===== src/hw/rtl/hfa_pkg.sv =====
// Shared types, constants and SHA-256 helpers for the HMAC frame authenticator.
package hfa_pkg;

    localparam int MAX_FRAME_BYTES_DEF = 2048;
    localparam int TAG_BYTES_DEF       = 16;
    localparam int HDR_BYTES           = 6;
    localparam int BLOCK_BYTES         = 64;
    localparam int DIGEST_BYTES        = 32;
    localparam int PAD_LEN_POS         = 56;
    localparam int COUNT_W             = 12;
    localparam int FILL_W              = 7;
    localparam int ROUND_W             = 6;
    localparam int OUTER_LEN_BITS      = (BLOCK_BYTES + DIGEST_BYTES) * 8;

    localparam logic [7:0] IPAD     = 8'h36;
    localparam logic [7:0] OPAD     = 8'h5C;
    localparam logic [7:0] PAD_MARK = 8'h80;

    localparam logic [1:0] CFG_KEY_HIGH   = 2'd0;
    localparam logic [1:0] CFG_KEY_LOW    = 2'd1;
    localparam logic [1:0] CFG_SEQ_WINDOW = 2'd2;

    localparam logic [2:0] RSN_OK    = 3'd0;
    localparam logic [2:0] RSN_SHORT = 3'd1;
    localparam logic [2:0] RSN_LONG  = 3'd2;
    localparam logic [2:0] RSN_TAG   = 3'd3;
    localparam logic [2:0] RSN_INDEX = 3'd4;
    localparam logic [2:0] RSN_SEQ   = 3'd5;

    typedef enum logic [3:0] {
        S_IDLE,
        S_ROUTE,
        S_KEY,
        S_DIGEST,
        S_PAD,
        S_LOAD,
        S_ROUND,
        S_ADD,
        S_SAVE,
        S_CHECK,
        S_VERDICT
    } hfa_state_t;

    typedef enum logic [2:0] {
        PH_DATA,
        PH_KEYIN,
        PH_PADIN,
        PH_KEYOUT,
        PH_PADOUT
    } hfa_phase_t;

    typedef struct packed {
        logic               frame_byte;
        logic               load_seq;
        logic               h_init;
        logic               gen_key;
        logic               gen_digest;
        logic               gen_pad;
        logic               round_start;
        logic               round_step;
        logic               h_add;
        logic               save_digest;
        logic               outer;
        logic               verdict;
        logic [ROUND_W-1:0] round_idx;
    } hfa_cmd_t;

    typedef struct packed {
        logic              count_zero;
        logic              frame_short;
        logic              overlength;
        logic              overflow;
        logic              out_busy;
        logic [FILL_W-1:0] fill;
    } hfa_status_t;

    localparam logic [31:0] SHA_IV [8] = '{
        32'h6a09e667, 32'hbb67ae85, 32'h3c6ef372, 32'ha54ff53a,
        32'h510e527f, 32'h9b05688c, 32'h1f83d9ab, 32'h5be0cd19};

    localparam logic [31:0] SHA_K [64] = '{
        32'h428a2f98, 32'h71374491, 32'hb5c0fbcf, 32'he9b5dba5,
        32'h3956c25b, 32'h59f111f1, 32'h923f82a4, 32'hab1c5ed5,
        32'hd807aa98, 32'h12835b01, 32'h243185be, 32'h550c7dc3,
        32'h72be5d74, 32'h80deb1fe, 32'h9bdc06a7, 32'hc19bf174,
        32'he49b69c1, 32'hefbe4786, 32'h0fc19dc6, 32'h240ca1cc,
        32'h2de92c6f, 32'h4a7484aa, 32'h5cb0a9dc, 32'h76f988da,
        32'h983e5152, 32'ha831c66d, 32'hb00327c8, 32'hbf597fc7,
        32'hc6e00bf3, 32'hd5a79147, 32'h06ca6351, 32'h14292967,
        32'h27b70a85, 32'h2e1b2138, 32'h4d2c6dfc, 32'h53380d13,
        32'h650a7354, 32'h766a0abb, 32'h81c2c92e, 32'h92722c85,
        32'ha2bfe8a1, 32'ha81a664b, 32'hc24b8b70, 32'hc76c51a3,
        32'hd192e819, 32'hd6990624, 32'hf40e3585, 32'h106aa070,
        32'h19a4c116, 32'h1e376c08, 32'h2748774c, 32'h34b0bcb5,
        32'h391c0cb3, 32'h4ed8aa4a, 32'h5b9cca4f, 32'h682e6ff3,
        32'h748f82ee, 32'h78a5636f, 32'h84c87814, 32'h8cc70208,
        32'h90befffa, 32'ha4506ceb, 32'hbef9a3f7, 32'hc67178f2};

    function automatic logic [31:0] big_sigma0(input logic [31:0] x);
        return {x[1:0], x[31:2]} ^ {x[12:0], x[31:13]} ^ {x[21:0], x[31:22]};
    endfunction

    function automatic logic [31:0] big_sigma1(input logic [31:0] x);
        return {x[5:0], x[31:6]} ^ {x[10:0], x[31:11]} ^ {x[24:0], x[31:25]};
    endfunction

    function automatic logic [31:0] small_sigma0(input logic [31:0] x);
        return {x[6:0], x[31:7]} ^ {x[17:0], x[31:18]} ^ {3'b000, x[31:3]};
    endfunction

    function automatic logic [31:0] small_sigma1(input logic [31:0] x);
        return {x[16:0], x[31:17]} ^ {x[18:0], x[31:19]} ^ {10'd0, x[31:10]};
    endfunction

endpackage


===== src/hw/rtl/hmac_frame_authenticator_unit.sv =====
// Top level of the HMAC-SHA-256 frame authenticator.
//
// Frame bytes and set-sequence requests enter on the in_* valid/ready channel;
// one verdict per frame leaves on the out_* channel after the last byte.
// Configuration (key halves, sequence window) is written through cfg_we,
// cfg_index and cfg_data; the user must do so only while the block is idle,
// which the block does not enforce. Each frame byte is accepted, then routed.
// Every 64 hashed bytes the shared SHA-256 round unit runs (load, 64 rounds,
// add), and the first byte of a frame starts the keyed inner block. After
// the last byte the inner padding, the outer keyed block and the outer digest
// block are hashed before the verdict register is loaded; frames that are too
// short or too long skip this hashing and go straight to the verdict.
// A set-sequence request is taken while idle and gives no verdict.
// Reset clears the keys, window, counters and frame state.
// While the receiver stalls, the verdict waits in its output register and
// byte intake continues; a second verdict waits until the first is taken.
module hmac_frame_authenticator_unit
    import hfa_pkg::*;
#(
    parameter int MAX_FRAME_BYTES = MAX_FRAME_BYTES_DEF,
    parameter int TAG_BYTES       = TAG_BYTES_DEF
)
(
    input  logic        clk,
    input  logic        rst_n,
    input  logic        cfg_we,
    input  logic [1:0]  cfg_index,
    input  logic [63:0] cfg_data,
    input  logic        in_valid,
    output logic        in_ready,
    input  logic        command,
    input  logic [7:0]  data_byte,
    input  logic        last,
    input  logic [31:0] new_sequence,
    output logic        out_valid,
    input  logic        out_ready,
    output logic        accepted,
    output logic [2:0]  reject_reason,
    output logic [15:0] security_index,
    output logic [31:0] received_sequence,
    output logic [31:0] expected_sequence,
    output logic [31:0] accepted_total,
    output logic [31:0] rejected_total
);

    hfa_cmd_t    cmd;
    hfa_status_t status;

    hfa_ctrl u_ctrl (
        .clk      (clk),
        .rst_n    (rst_n),
        .in_valid (in_valid),
        .in_ready (in_ready),
        .command  (command),
        .last     (last),
        .status   (status),
        .cmd      (cmd)
    );

    hfa_datapath #(
        .MAX_FRAME_BYTES (MAX_FRAME_BYTES),
        .TAG_BYTES       (TAG_BYTES)
    ) u_datapath (
        .clk               (clk),
        .rst_n             (rst_n),
        .cmd               (cmd),
        .status            (status),
        .cfg_we            (cfg_we),
        .cfg_index         (cfg_index),
        .cfg_data          (cfg_data),
        .data_byte         (data_byte),
        .new_sequence      (new_sequence),
        .out_ready         (out_ready),
        .out_valid         (out_valid),
        .accepted          (accepted),
        .reject_reason     (reject_reason),
        .security_index    (security_index),
        .received_sequence (received_sequence),
        .expected_sequence (expected_sequence),
        .accepted_total    (accepted_total),
        .rejected_total    (rejected_total)
    );

endmodule


===== src/hw/rtl/hfa_ctrl.sv =====
// Sequencer for byte intake, block generation and SHA-256 rounds.
module hfa_ctrl
    import hfa_pkg::*;
(
    input  logic        clk,
    input  logic        rst_n,
    input  logic        in_valid,
    output logic        in_ready,
    input  logic        command,
    input  logic        last,
    input  hfa_status_t status,
    output hfa_cmd_t    cmd
);

    localparam logic [FILL_W-1:0]  FILL_BLOCK  = FILL_W'(BLOCK_BYTES);
    localparam logic [FILL_W-1:0]  FILL_DIGEST = FILL_W'(DIGEST_BYTES);
    localparam logic [ROUND_W-1:0] ROUND_LAST  = '1;

    hfa_state_t         state_reg, state_next;
    hfa_phase_t         phase_reg, phase_next;
    logic [ROUND_W-1:0] round_reg, round_next;
    logic               start_pending_reg, start_pending_next;
    logic               last_pending_reg, last_pending_next;
    logic               take;

    assign take = (state_reg == S_IDLE) && in_valid;

    always_ff @(posedge clk or negedge rst_n)
    begin
        if (!rst_n)
        begin
            state_reg         <= S_IDLE;
            phase_reg         <= PH_DATA;
            round_reg         <= '0;
            start_pending_reg <= 1'b0;
            last_pending_reg  <= 1'b0;
        end
        else
        begin
            state_reg         <= state_next;
            phase_reg         <= phase_next;
            round_reg         <= round_next;
            start_pending_reg <= start_pending_next;
            last_pending_reg  <= last_pending_next;
        end
    end

    always_comb
    begin
        state_next         = state_reg;
        phase_next         = phase_reg;
        round_next         = round_reg;
        start_pending_next = start_pending_reg;
        last_pending_next  = last_pending_reg;
        unique case (state_reg)
            S_IDLE:
            begin
                if (take && !command)
                begin
                    start_pending_next = status.count_zero;
                    last_pending_next  = last;
                    state_next         = S_ROUTE;
                end
            end
            S_ROUTE:
            begin
                // The keyed inner block is hashed right after the first byte of a frame.
                priority if (start_pending_reg)
                begin
                    start_pending_next = 1'b0;
                    phase_next         = PH_KEYIN;
                    state_next         = S_KEY;
                end
                else if (status.fill == FILL_BLOCK)
                    state_next = S_LOAD;
                else if (last_pending_reg)
                    state_next = S_CHECK;
                else
                    state_next = S_IDLE;
            end
            S_KEY:
            begin
                if (status.fill == FILL_BLOCK)
                    state_next = S_LOAD;
            end
            S_DIGEST:
            begin
                if (status.fill == FILL_DIGEST)
                    state_next = S_PAD;
            end
            S_PAD:
            begin
                if (status.fill == FILL_BLOCK)
                    state_next = S_LOAD;
            end
            S_LOAD:
            begin
                round_next = '0;
                state_next = S_ROUND;
            end
            S_ROUND:
            begin
                round_next = round_reg + 1'b1;
                if (round_reg == ROUND_LAST)
                    state_next = S_ADD;
            end
            S_ADD:
            begin
                unique case (phase_reg)
                    PH_KEYIN:
                    begin
                        phase_next = PH_DATA;
                        state_next = S_ROUTE;
                    end
                    PH_DATA:
                        state_next = S_ROUTE;
                    PH_PADIN:
                        state_next = status.overflow ? S_PAD : S_SAVE;
                    PH_KEYOUT:
                    begin
                        phase_next = PH_PADOUT;
                        state_next = S_DIGEST;
                    end
                    PH_PADOUT:
                        state_next = S_VERDICT;
                    default:
                        state_next = S_IDLE;
                endcase
            end
            S_SAVE:
            begin
                phase_next = PH_KEYOUT;
                state_next = S_KEY;
            end
            S_CHECK:
            begin
                if (status.frame_short || status.overlength)
                    state_next = S_VERDICT;
                else
                begin
                    phase_next = PH_PADIN;
                    state_next = S_PAD;
                end
            end
            S_VERDICT:
            begin
                if (!status.out_busy)
                begin
                    last_pending_next = 1'b0;
                    phase_next        = PH_DATA;
                    state_next        = S_IDLE;
                end
            end
            default:
                state_next = S_IDLE;
        endcase
    end

    always_comb
    begin
        in_ready        = (state_reg == S_IDLE);
        cmd             = '0;
        cmd.frame_byte  = take && !command;
        cmd.load_seq    = take && command;
        cmd.h_init      = ((state_reg == S_ROUTE) && start_pending_reg) || (state_reg == S_SAVE);
        cmd.gen_key     = (state_reg == S_KEY) && (status.fill != FILL_BLOCK);
        cmd.gen_digest  = (state_reg == S_DIGEST) && (status.fill != FILL_DIGEST);
        cmd.gen_pad     = (state_reg == S_PAD) && (status.fill != FILL_BLOCK);
        cmd.round_start = (state_reg == S_LOAD);
        cmd.round_step  = (state_reg == S_ROUND);
        cmd.h_add       = (state_reg == S_ADD);
        cmd.save_digest = (state_reg == S_SAVE);
        cmd.outer       = (phase_reg == PH_KEYOUT) || (phase_reg == PH_PADOUT);
        cmd.verdict     = (state_reg == S_VERDICT) && !status.out_busy;
        cmd.round_idx   = round_reg;
    end

endmodule


===== src/hw/rtl/hfa_datapath.sv =====
// Frame registers, message block, SHA-256 round unit and verdict logic.
module hfa_datapath
    import hfa_pkg::*;
#(
    parameter int MAX_FRAME_BYTES = MAX_FRAME_BYTES_DEF,
    parameter int TAG_BYTES       = TAG_BYTES_DEF
)
(
    input  logic        clk,
    input  logic        rst_n,
    input  hfa_cmd_t    cmd,
    output hfa_status_t status,
    input  logic        cfg_we,
    input  logic [1:0]  cfg_index,
    input  logic [63:0] cfg_data,
    input  logic [7:0]  data_byte,
    input  logic [31:0] new_sequence,
    input  logic        out_ready,
    output logic        out_valid,
    output logic        accepted,
    output logic [2:0]  reject_reason,
    output logic [15:0] security_index,
    output logic [31:0] received_sequence,
    output logic [31:0] expected_sequence,
    output logic [31:0] accepted_total,
    output logic [31:0] rejected_total
);

    localparam int TAG_W = 8 * TAG_BYTES;
    localparam logic [COUNT_W-1:0] MAX_COUNT = COUNT_W'(MAX_FRAME_BYTES);
    localparam logic [COUNT_W-1:0] MIN_COUNT = COUNT_W'(HDR_BYTES + TAG_BYTES);
    localparam logic [COUNT_W-1:0] TAG_COUNT = COUNT_W'(TAG_BYTES);
    localparam logic [COUNT_W-1:0] IDX_END   = COUNT_W'(2);
    localparam logic [COUNT_W-1:0] HDR_END   = COUNT_W'(HDR_BYTES);
    localparam logic [FILL_W-1:0]  FILL_LEN  = FILL_W'(PAD_LEN_POS);
    localparam logic [FILL_W-1:0]  FILL_KEY  = FILL_W'(16);

    logic [63:0]          key_high_reg, key_low_reg;
    logic [31:0]          window_reg;
    logic [31:0]          seq_exp_reg, acc_reg, rej_reg;
    logic [COUNT_W-1:0]   count_reg;
    logic [15:0]          hidx_reg;
    logic [31:0]          hseq_reg;
    logic                 overlen_reg;
    logic [FILL_W-1:0]    fill_reg;
    logic                 marker_reg, overflow_reg;
    logic [TAG_W-1:0]     tag_reg;
    logic [511:0]         msg_reg;
    logic [31:0]          h_reg [8];
    logic [31:0]          v_reg [8];
    logic [255:0]         dig_reg;
    logic                 out_valid_reg;

    logic                 in_range, hash_in, shift_in;
    logic [127:0]         key128;
    logic [7:0]           key_byte, pad_byte, len_byte, gen_byte;
    logic [12:0]          inner_units;
    logic [63:0]          len_bits;
    logic [31:0]          w_new, t1, t2;
    logic [255:0]         h_vec;
    logic                 tag_ok;
    logic [31:0]          seq_delta, seq_plus;
    logic [2:0]           reason;

    assign in_range = count_reg < MAX_COUNT;
    assign hash_in  = cmd.frame_byte && in_range && (count_reg >= TAG_COUNT);
    assign shift_in = hash_in || cmd.gen_key || cmd.gen_digest || cmd.gen_pad;

    // Key bytes beyond the 16-byte key are zero.
    assign key128   = {key_high_reg, key_low_reg};
    assign key_byte = (fill_reg < FILL_KEY) ? key128[{~fill_reg[3:0], 3'b000} +: 8] : 8'h00;

    assign inner_units = {1'b0, count_reg} + 13'(BLOCK_BYTES) - 13'(TAG_BYTES);
    assign len_bits    = cmd.outer ? 64'(OUTER_LEN_BITS) : {48'd0, inner_units, 3'b000};
    assign len_byte    = len_bits[{~fill_reg[2:0], 3'b000} +: 8];

    // When the marker lands in the last eight bytes, the length goes into one more block.
    always_comb
    begin
        priority if (!marker_reg)
            pad_byte = PAD_MARK;
        else if ((fill_reg >= FILL_LEN) && !overflow_reg)
            pad_byte = len_byte;
        else
            pad_byte = 8'h00;
    end

    always_comb
    begin
        priority if (cmd.gen_key)
            gen_byte = key_byte ^ (cmd.outer ? OPAD : IPAD);
        else if (cmd.gen_digest)
            gen_byte = dig_reg[255:248];
        else if (cmd.gen_pad)
            gen_byte = pad_byte;
        else
            gen_byte = tag_reg[TAG_W-1 -: 8];
    end

    assign w_new = msg_reg[511:480] + small_sigma0(msg_reg[479:448]) + msg_reg[223:192]
                 + small_sigma1(msg_reg[63:32]);
    assign t1 = v_reg[7] + big_sigma1(v_reg[4])
              + ((v_reg[4] & v_reg[5]) ^ (~v_reg[4] & v_reg[6]))
              + SHA_K[cmd.round_idx] + msg_reg[511:480];
    assign t2 = big_sigma0(v_reg[0])
              + ((v_reg[0] & v_reg[1]) ^ (v_reg[0] & v_reg[2]) ^ (v_reg[1] & v_reg[2]));

    assign h_vec  = {h_reg[0], h_reg[1], h_reg[2], h_reg[3],
                     h_reg[4], h_reg[5], h_reg[6], h_reg[7]};
    assign tag_ok = (tag_reg == h_vec[255 -: TAG_W]);

    assign seq_delta = hseq_reg - seq_exp_reg;
    assign seq_plus  = hseq_reg + 32'd1;

    always_comb
    begin
        priority if (count_reg < MIN_COUNT)
            reason = RSN_SHORT;
        else if (overlen_reg)
            reason = RSN_LONG;
        else if (!tag_ok)
            reason = RSN_TAG;
        else if (hidx_reg != 16'd0)
            reason = RSN_INDEX;
        else if (seq_delta > window_reg)
            reason = RSN_SEQ;
        else
            reason = RSN_OK;
    end

    // Control and architectural state.
    always_ff @(posedge clk or negedge rst_n)
    begin
        if (!rst_n)
        begin
            key_high_reg  <= '0;
            key_low_reg   <= '0;
            window_reg    <= '0;
            seq_exp_reg   <= '0;
            acc_reg       <= '0;
            rej_reg       <= '0;
            count_reg     <= '0;
            hidx_reg      <= '0;
            hseq_reg      <= '0;
            overlen_reg   <= 1'b0;
            fill_reg      <= '0;
            marker_reg    <= 1'b0;
            overflow_reg  <= 1'b0;
            out_valid_reg <= 1'b0;
        end
        else
        begin
            if (cfg_we)
            begin
                unique case (cfg_index)
                    CFG_KEY_HIGH:   key_high_reg <= cfg_data;
                    CFG_KEY_LOW:    key_low_reg  <= cfg_data;
                    CFG_SEQ_WINDOW: window_reg   <= cfg_data[31:0];
                    default:        ;
                endcase
            end

            if (cmd.load_seq)
                seq_exp_reg <= new_sequence;

            if (cmd.frame_byte)
            begin
                if (in_range)
                begin
                    if (count_reg < IDX_END)
                        hidx_reg <= {hidx_reg[7:0], data_byte};
                    else if (count_reg < HDR_END)
                        hseq_reg <= {hseq_reg[23:0], data_byte};
                    count_reg <= count_reg + 1'b1;
                end
                else
                    overlen_reg <= 1'b1;
            end

            if (cmd.gen_pad && !marker_reg)
            begin
                marker_reg <= 1'b1;
                if (fill_reg >= FILL_LEN)
                    overflow_reg <= 1'b1;
            end

            if (cmd.h_add)
                overflow_reg <= 1'b0;

            priority if (cmd.h_init || cmd.round_start)
                fill_reg <= '0;
            else if (shift_in)
                fill_reg <= fill_reg + 1'b1;

            if (cmd.h_init)
            begin
                marker_reg   <= 1'b0;
                overflow_reg <= 1'b0;
            end

            if (cmd.verdict)
            begin
                if (reason == RSN_OK)
                begin
                    seq_exp_reg <= seq_plus;
                    acc_reg     <= acc_reg + 32'd1;
                end
                else
                    rej_reg <= rej_reg + 32'd1;
                count_reg    <= '0;
                overlen_reg  <= 1'b0;
                hidx_reg     <= '0;
                hseq_reg     <= '0;
                fill_reg     <= '0;
                marker_reg   <= 1'b0;
                overflow_reg <= 1'b0;
            end

            priority if (cmd.verdict)
                out_valid_reg <= 1'b1;
            else if (out_ready)
                out_valid_reg <= 1'b0;
        end
    end

    // Payload registers.
    always_ff @(posedge clk)
    begin
        if (cmd.frame_byte && in_range)
            tag_reg <= {tag_reg[TAG_W-9:0], data_byte};

        priority if (cmd.round_step)
            msg_reg <= {msg_reg[479:0], w_new};
        else if (shift_in)
            msg_reg <= {msg_reg[503:0], gen_byte};

        if (cmd.gen_digest)
            dig_reg <= {dig_reg[247:0], 8'h00};
        else if (cmd.save_digest)
            dig_reg <= h_vec;

        for (int i = 0; i < 8; i++)
        begin
            if (cmd.h_init)
                h_reg[i] <= SHA_IV[i];
            else if (cmd.h_add)
                h_reg[i] <= h_reg[i] + v_reg[i];
        end

        if (cmd.round_start)
        begin
            for (int i = 0; i < 8; i++)
                v_reg[i] <= h_reg[i];
        end
        else if (cmd.round_step)
        begin
            v_reg[7] <= v_reg[6];
            v_reg[6] <= v_reg[5];
            v_reg[5] <= v_reg[4];
            v_reg[4] <= v_reg[3] + t1;
            v_reg[3] <= v_reg[2];
            v_reg[2] <= v_reg[1];
            v_reg[1] <= v_reg[0];
            v_reg[0] <= t1 + t2;
        end

        if (cmd.verdict)
        begin
            accepted          <= (reason == RSN_OK);
            reject_reason     <= reason;
            security_index    <= hidx_reg;
            received_sequence <= hseq_reg;
            expected_sequence <= (reason == RSN_OK) ? seq_plus : seq_exp_reg;
            accepted_total    <= (reason == RSN_OK) ? acc_reg + 32'd1 : acc_reg;
            rejected_total    <= (reason == RSN_OK) ? rej_reg : rej_reg + 32'd1;
        end
    end

    assign out_valid = out_valid_reg;

    assign status.count_zero  = (count_reg == '0);
    assign status.frame_short = (count_reg < MIN_COUNT);
    assign status.overlength  = overlen_reg;
    assign status.overflow    = overflow_reg;
    assign status.out_busy    = out_valid_reg && !out_ready;
    assign status.fill        = fill_reg;

endmodule


===== config.mk =====
export PLATFORM = sky130hd
export DESIGN_NAME = hmac_frame_authenticator_unit
export DESIGN_NICKNAME = d
export VERILOG_FILES = /design/src/hw/rtl/hfa_pkg.sv /design/src/hw/rtl/hmac_frame_authenticator_unit.sv /design/src/hw/rtl/hfa_ctrl.sv /design/src/hw/rtl/hfa_datapath.sv
export SDC_FILE = /design/constraint.sdc
export NUM_CORES = 2
export LEC_CHECK = 0
export ABC_CLOCK_PERIOD_IN_PS = 26400
export BUFFER_PORTS_ARGS = -buffer_cell sky130_fd_sc_hd__clkbuf_2
export CAP_MARGIN = 30
export CORE_MARGIN = 1.5
export CORE_UTILIZATION = 65
export CTS_BUF_LIST = sky130_fd_sc_hd__clkbuf_4
export CTS_CLUSTER_DIAMETER = 60
export DETAILED_ROUTE_END_ITERATION = 7
export PLACE_DENSITY = 0.82
export SETUP_SLACK_MARGIN = 0.05
export SYNTH_ARGS = -nofsm -noshare
export SYNTH_HDL_FRONTEND = slang
export SYNTH_SLANG_ARGS = --single-unit

===== constraint.sdc =====
create_clock -name clk -period 26.4 [get_ports clk]
set_input_delay 3.96 -clock clk [delete_from_list [all_inputs] [get_ports clk]]
set_output_delay 3.96 -clock clk [all_outputs]
set_load 0.01 [all_outputs]

After elaboration in Yosys (flattened, before gate mapping)
Memory sizes are Yosys's and may differ from the RTL's.
Index checks and enable logic that the tools add are counted.
{ "totals": {"regBits": 1386, "latch_bits": 0, "mem_bits_rw": 512, "mem_bits_ro": 2048, "input_bits": 113, "out_inout_bits": 150, "elab_cells": 302, "mem_count": 3} }
{ "memory_table": {"columns": ["memory", "words", "word_bits", "read_ports", "rd_ports_with_merged_regs", "wr", "line", "source"], "rows": [
  ["(name not given)", 64, 32, 1, 0, 0, "hfa_datapath.sv:104", "+ SHA_K[cmd.round_idx] + msg_reg[511:480];"],
  ["u_datapath.h_reg", 8, 32, 8, 0, 8, "hfa_datapath.sv:49", "logic [31:0] h_reg [8];"],
  ["u_datapath.v_reg", 8, 32, 8, 0, 8, "hfa_datapath.sv:50", "logic [31:0] v_reg [8];"]
]} }
{ "classes": {"add_sub_neg": 27, "n_mul": 0, "div_mod_pow": 0, "magnitude_cmp": 9, "n_eq_ne": 32, "n_shift": 2, "mux": 102, "bitwise_logic": 37, "reduce_logical": 60} }
{ "ops": {"columns": ["operator", "n"], "rows": [
  ["512-bit two-way mux", 2],
  ["32-bit two-way mux", 29],
  ["32-bit adder", 18],
  ["256-bit two-way mux", 2],
  ["32-bit bitwise XOR", 9],
  ["32-bit AND", 5],
  ["128-bit equality test", 1],
  ["128-bit by 8-bit variable part select with 8-bit output", 1],
  ["32-bit by 1-bit adder with 32-bit output, second input constant", 3],
  ["16-bit two-way mux", 5],
  ["64-bit by 7-bit variable part select with 8-bit output", 1],
  ["8-bit two-way mux", 6],
  ["4-bit two-way mux", 10],
  ["4-bit case mux with 10 select lines", 1],
  ["12-bit two-way mux", 3],
  ["32-bit > comparator", 1],
  ["32-bit NOT", 1],
  ["32-bit subtractor", 1],
  ["32-bit by 22-bit bitwise XOR with 32-bit output", 1],
  ["32-bit by 29-bit bitwise XOR with 32-bit output", 1],
  ["7-bit two-way mux", 4],
  ["1-bit two-way mux", 26],
  ["3-bit two-way mux", 8],
  ["2-bit nonzero test", 10],
  ["other kinds (56)", 120]
]} }

Logic depth before layout (Yosys ltp)
{ "depth": {"word_depth": 11, "depth_mapped": 39, "ltp_nobuf": 38} }

Cells and area by module
A second synthesis with hierarchy kept.
{ "unflattened": {"hier_cells": 9757, "area_unflattened_um2": 109328.6} }
{ "modules_own_cells": {"columns": ["mod", "n_inst", "cells_each", "area_per_inst_um2", "seq_area_each_um2"], "rows": [
  ["hfa_datapath", 1, 9610, 108128.7, 54827.6],
  ["hfa_ctrl", 1, 147, 1199.9, 375.4]
]} }

Worst setup path after synthesis
No wires, ideal clock.
{ "synth_timing": {"path_type": "input to register", "start": "input in_valid", "end": "register u_datapath.msg_reg[0], enable pin", "setup_time_ns": 3.678, "arrival_ns": 12.909, "required_ns": 22.722, "path_slack_ns": 9.812, "path_stages": 5, "path_buffers": 1, "path_cell_list": "nand2_1 -> or3_1 -> clkbuf_1 -> o21a_1 -> nand2_1"} }
{ "synth_between": {"elab_chain_cells": 8} }
{ "synth_rtl": {"columns": ["item", "line", "source"], "rows": [
  ["start, declared", "hmac_frame_authenticator_unit.sv:29", "input logic in_valid,"],
  ["1-bit logical AND", "hfa_ctrl.sv:26", "assign take = (state_reg == S_IDLE) && in_valid;"],
  ["1-bit logical AND", "hfa_ctrl.sv:163", "cmd.frame_byte = take && !command;"],
  ["1-bit logical AND (2 in series)", "hfa_datapath.sv:66", "assign hash_in = cmd.frame_byte && in_range && (count_reg >= TAG_COUNT);"],
  ["1-bit logical OR (3 in series)", "hfa_datapath.sv:67", "assign shift_in = hash_in || cmd.gen_key || cmd.gen_digest || cmd.gen_pad;"],
  ["2-bit nonzero test (no source line)", null, null],
  ["end signal, assigned", "hfa_datapath.sv:233", "msg_reg <= {msg_reg[479:0], w_new};"],
  ["end signal, assigned", "hfa_datapath.sv:235", "msg_reg <= {msg_reg[503:0], gen_byte};"],
  ["end, declared", "hfa_datapath.sv:48", "logic [511:0] msg_reg;"]
]} }
No other way between the ends.
A chain may end at the register's enable or synchronous reset.

==> results by group <==
Status
  • Status: completed

Power
  • Static leakage: slightly below 50 nW
  • Sequential share of power: between 50% and 60%
  • Sw frac: a little under a quarter
  • Pint: about 0.0046 W
  • Comb pwr share: ~2.0%
  • Switch Pwr: between 0.001 and 0.0015 W
  • Power share of the clock group: 43.1%
  • VDD IR max: between 0.05 and 0.06 mV
  • Power per cell area: roughly 51 mW/mm^2

Detailed routing
  • 1st-pass router iterations: 8
  • WL/cell: around 28 um
  • DR vias: approximately 87000
  • 1st-iter DRT viols: 12400
  • DRT antenna net count: 0
  • Via density: about 6.5
  • Routed wire length: around 370000 um
  • Residual DRC count: 0

Run
  • Max-cap violation count: 0

Die
  • Core Region: around 0.17 sq mm
  • DIE AREA: around 0.17 sq mm
  • Starting density of the core: 65.5%
  • Rows: around 150
  • Top Ports: ~260
  • Die width: 411 um
  • Die H: approximately 410 um

Placement
  • GPL Wtd Cong: about 1.1
  • Post-DP HPWL: 269000 um
  • DP Worst Slack: roughly 16 ns
  • Buffers on Ports: between 200 and 300

Clock network
  • CTS tree: built
  • Clock Path Buffers: 4
  • Cts bufs inserted: approximately 500
  • Clk pin slew, worst setup/hold paths: approximately 0.070 ns
  • CTS Hold Bufs: 0
  • Root Driver: clkbuf_4
  • Setup repair bufs after CTS: 0
  • Num Clock Sinks: 1898
  • Worst-Skew Late Latency: approximately 1.5 ns
  • CTS HTree Levels: 5
  • Post-cts sizing count: 0

STA
  • Slew Limit Fails: 0
  • Max-slew headroom: about a quarter
  • Final period utilization: roughly two fifths
  • Fmax: about 94 MHz
  • Clock period minus worst slack: 10.69 ns
  • Clk_skew: between 0.15 and 0.2 ns
  • Post-route setup TNS: 0 ns
  • Final setup fails: 0
  • Worst-Margin Slew: about 1.1 ns
  • RSZ-0062 raised after global routing: false
  • PnR worst setup slack: roughly 16 ns
  • Final Hold Vio Count: 0

Global route
  • Grt total ovfl: 0
  • Gr usage total: between 40% and 50%
  • Initial antenna violation count: 32
  • First-pass GRT wire length: between 500000 and 600000 um
  • Largest net degree at the start of global routing: roughly 240
  • Vias in the first global route: 82500

Yosys
  • Ys Warns: 0
  • Count of state elements after synthesis: 1898
  • Mapped Area: approximately 0.11 sq mm
  • Post-synth top flop: edfxtp_1
  • Mapped Nets: between 10000 and 15000
  • Syn Inst Count: roughly 10000
  • Synth async-reset ratio: a little under a fifth
  • Syn_area_per_cell: about 10 sq um
  • Synth unique cells: between 90 and 100
  • Part of the Yosys area used for sequential elements: 51.0%
  • Post-synth EDFFs: 1548

Final layout
  • Commonest non-fill, non-tap cell in the layout: nand2_1
  • Number of flip-flops in the largest register: 512
  • Layout cell share with drive strength beyond 1: 13.0%
  • Nets@finish: around 11000
  • Most frequent cells in the layout: 2625 x nand2_1, 1548 x edfxtp_1, 706 x clkbuf_4
  • Layout area overhead: 8.81%
  • Fillers: 11300

Critical path
  • CP endpoint kind: flip-flop
  • R2r endpoint: u_datapath.v_reg[0][29]
  • Crit path from: u_ctrl.round_reg[0]
  • CP required: between 20 and 30 ns
  • CP most frequent cell: a21oi_1
  • Crit-path slowest cell: ha_1
  • Crit Reg-Reg Startpoint: u_ctrl.round_reg[0]
  • Worst Path Class, Setup: flip-flop to flip-flop
  • Critical path destination: u_datapath.v_reg[0][29]
  • CP max FO: 17
  • Crit path DAT: 11.84 ns
  • Worst reg2reg path depth: 34
  • CP max stage delay: 1.10 ns
  • R2r setup slk: roughly 16 ns
  • Startpoint types: flip-flop

Worst hold path
  • Hold WC Path Type: flip-flop to flip-flop
[cell type report]
type / instances / area, sq um / area share, %
Antenna cell: 21 / 52.6 / 0.0446
Clock buffer: 704 / 5290 / 4.49
Clock inverter: 169 / 815 / 0.692
Inverter: 397 / 1510 / 1.28
Multi-Input combinational cell: 7485 / 49500 / 42.1
Sequential cell: 1898 / 55200 / 46.9
Tap cell: 2189 / 2740 / 2.33
Timing Repair Buffer: 398 / 2580 / 2.20
[Yosys cell counts, types with 110 or more instances]
master / instances / area share (%)
mux2_2: 171 / 1.8
inv_1: 394 / 1.4
edfxtp_1: 1548 / 43
nor2_1: 413 / 1.4
ha_1: 468 / 5.4
nor3_1: 110 / 0.51
nand2_1: 2629 / 9.1
o21ai_0: 450 / 2.1
a22o_1: 245 / 2.0
a21oi_1: 398 / 1.8
dfrtp_1: 342 / 7.9
fa_1: 196 / 3.6
nand3_1: 178 / 0.82
xor2_1: 306 / 2.5
xnor2_1: 531 / 4.3
clkbuf_1: 475 / 1.6
a21o_1: 186 / 1.3
[cells by family after synthesis]
family / share of synthesized area, %
AOI/OAI and AO/OA: 11.1
DFF: 51.0
buffers and inverters: 3.28
and+or+nand+nor: 15.1
muxes: 3.48
adders and majority gates: 9.28
xor gates and xnor gates: 6.78
[per-layer routing]
metal | part of all wire [%] | track usage, % | vias up
met5 | 0.087 | 0 | -
met4 | 5.5 | 21.1 | 48
met3 | 14 | 14.0 | 1064
met2 | 42 | 62.0 | 6209
met1 | 38 | 60.8 | 42000
li1 | - | - | 37300
[worst min-delay path by stage]
stage	start	endpoint	slack (ns)	cells after the start
2_1_floorplan	u_datapath.tag_reg[101]	u_datapath.tag_reg[109]	0.43	0
3_3_place_gp	u_datapath.tag_reg[54]	u_datapath.tag_reg[62]	0.44	0
3_5_place_dp	u_datapath.tag_reg[101]	u_datapath.tag_reg[109]	0.45	0
4_1_cts	u_datapath.msg_reg[324]	u_datapath.msg_reg[332]	0.43	2
5_1_grt	u_datapath.hidx_reg[8]	u_datapath.security_index[8]	0.46	0
6_report	u_datapath.hidx_reg[12]	u_datapath.security_index[12]	0.43	0
[power groups by stage]
stage               clock [W]  combinational, W  sequential [W]
global route          0.00270          0.000128         0.00327
finish                0.00257          0.000120         0.00327
floorplan                   0         0.0000744         0.00332
detailed placement          0          0.000117         0.00333
CTS                   0.00257          0.000119         0.00327
global placement            0          0.000109         0.00333
[per-stage QoR]
stage	hold slack [ns]	std cells	util [%]	area [sq um]	power, W
floorplan	0.426	10300	-	108000	0.00339
finish	0.434	13300	71.3	118000	0.00596
detailed placement	0.454	12400	67.5	111000	0.00345
CTS	0.430	13200	71.1	118000	0.00596
global route	0.458	13300	71.3	118000	0.00611
global placement	0.444	12400	67.4	111000	0.00344
[critical path: cells and delay by family (launching register included)]
family | cells | cell delay [ns]
AOI/OAI and AO/OA | 19 | 4.17
adders and majority gates | 7 | 3.69
xor gates and xnor gates | 2 | 0.59
buffers and inverters | 2 | 0.58
muxes | 1 | 0.56
and+or+nand+nor | 3 | 0.53
DFF | 1 | 0.35
Note: power is estimated with default switching activity, not from simulation.
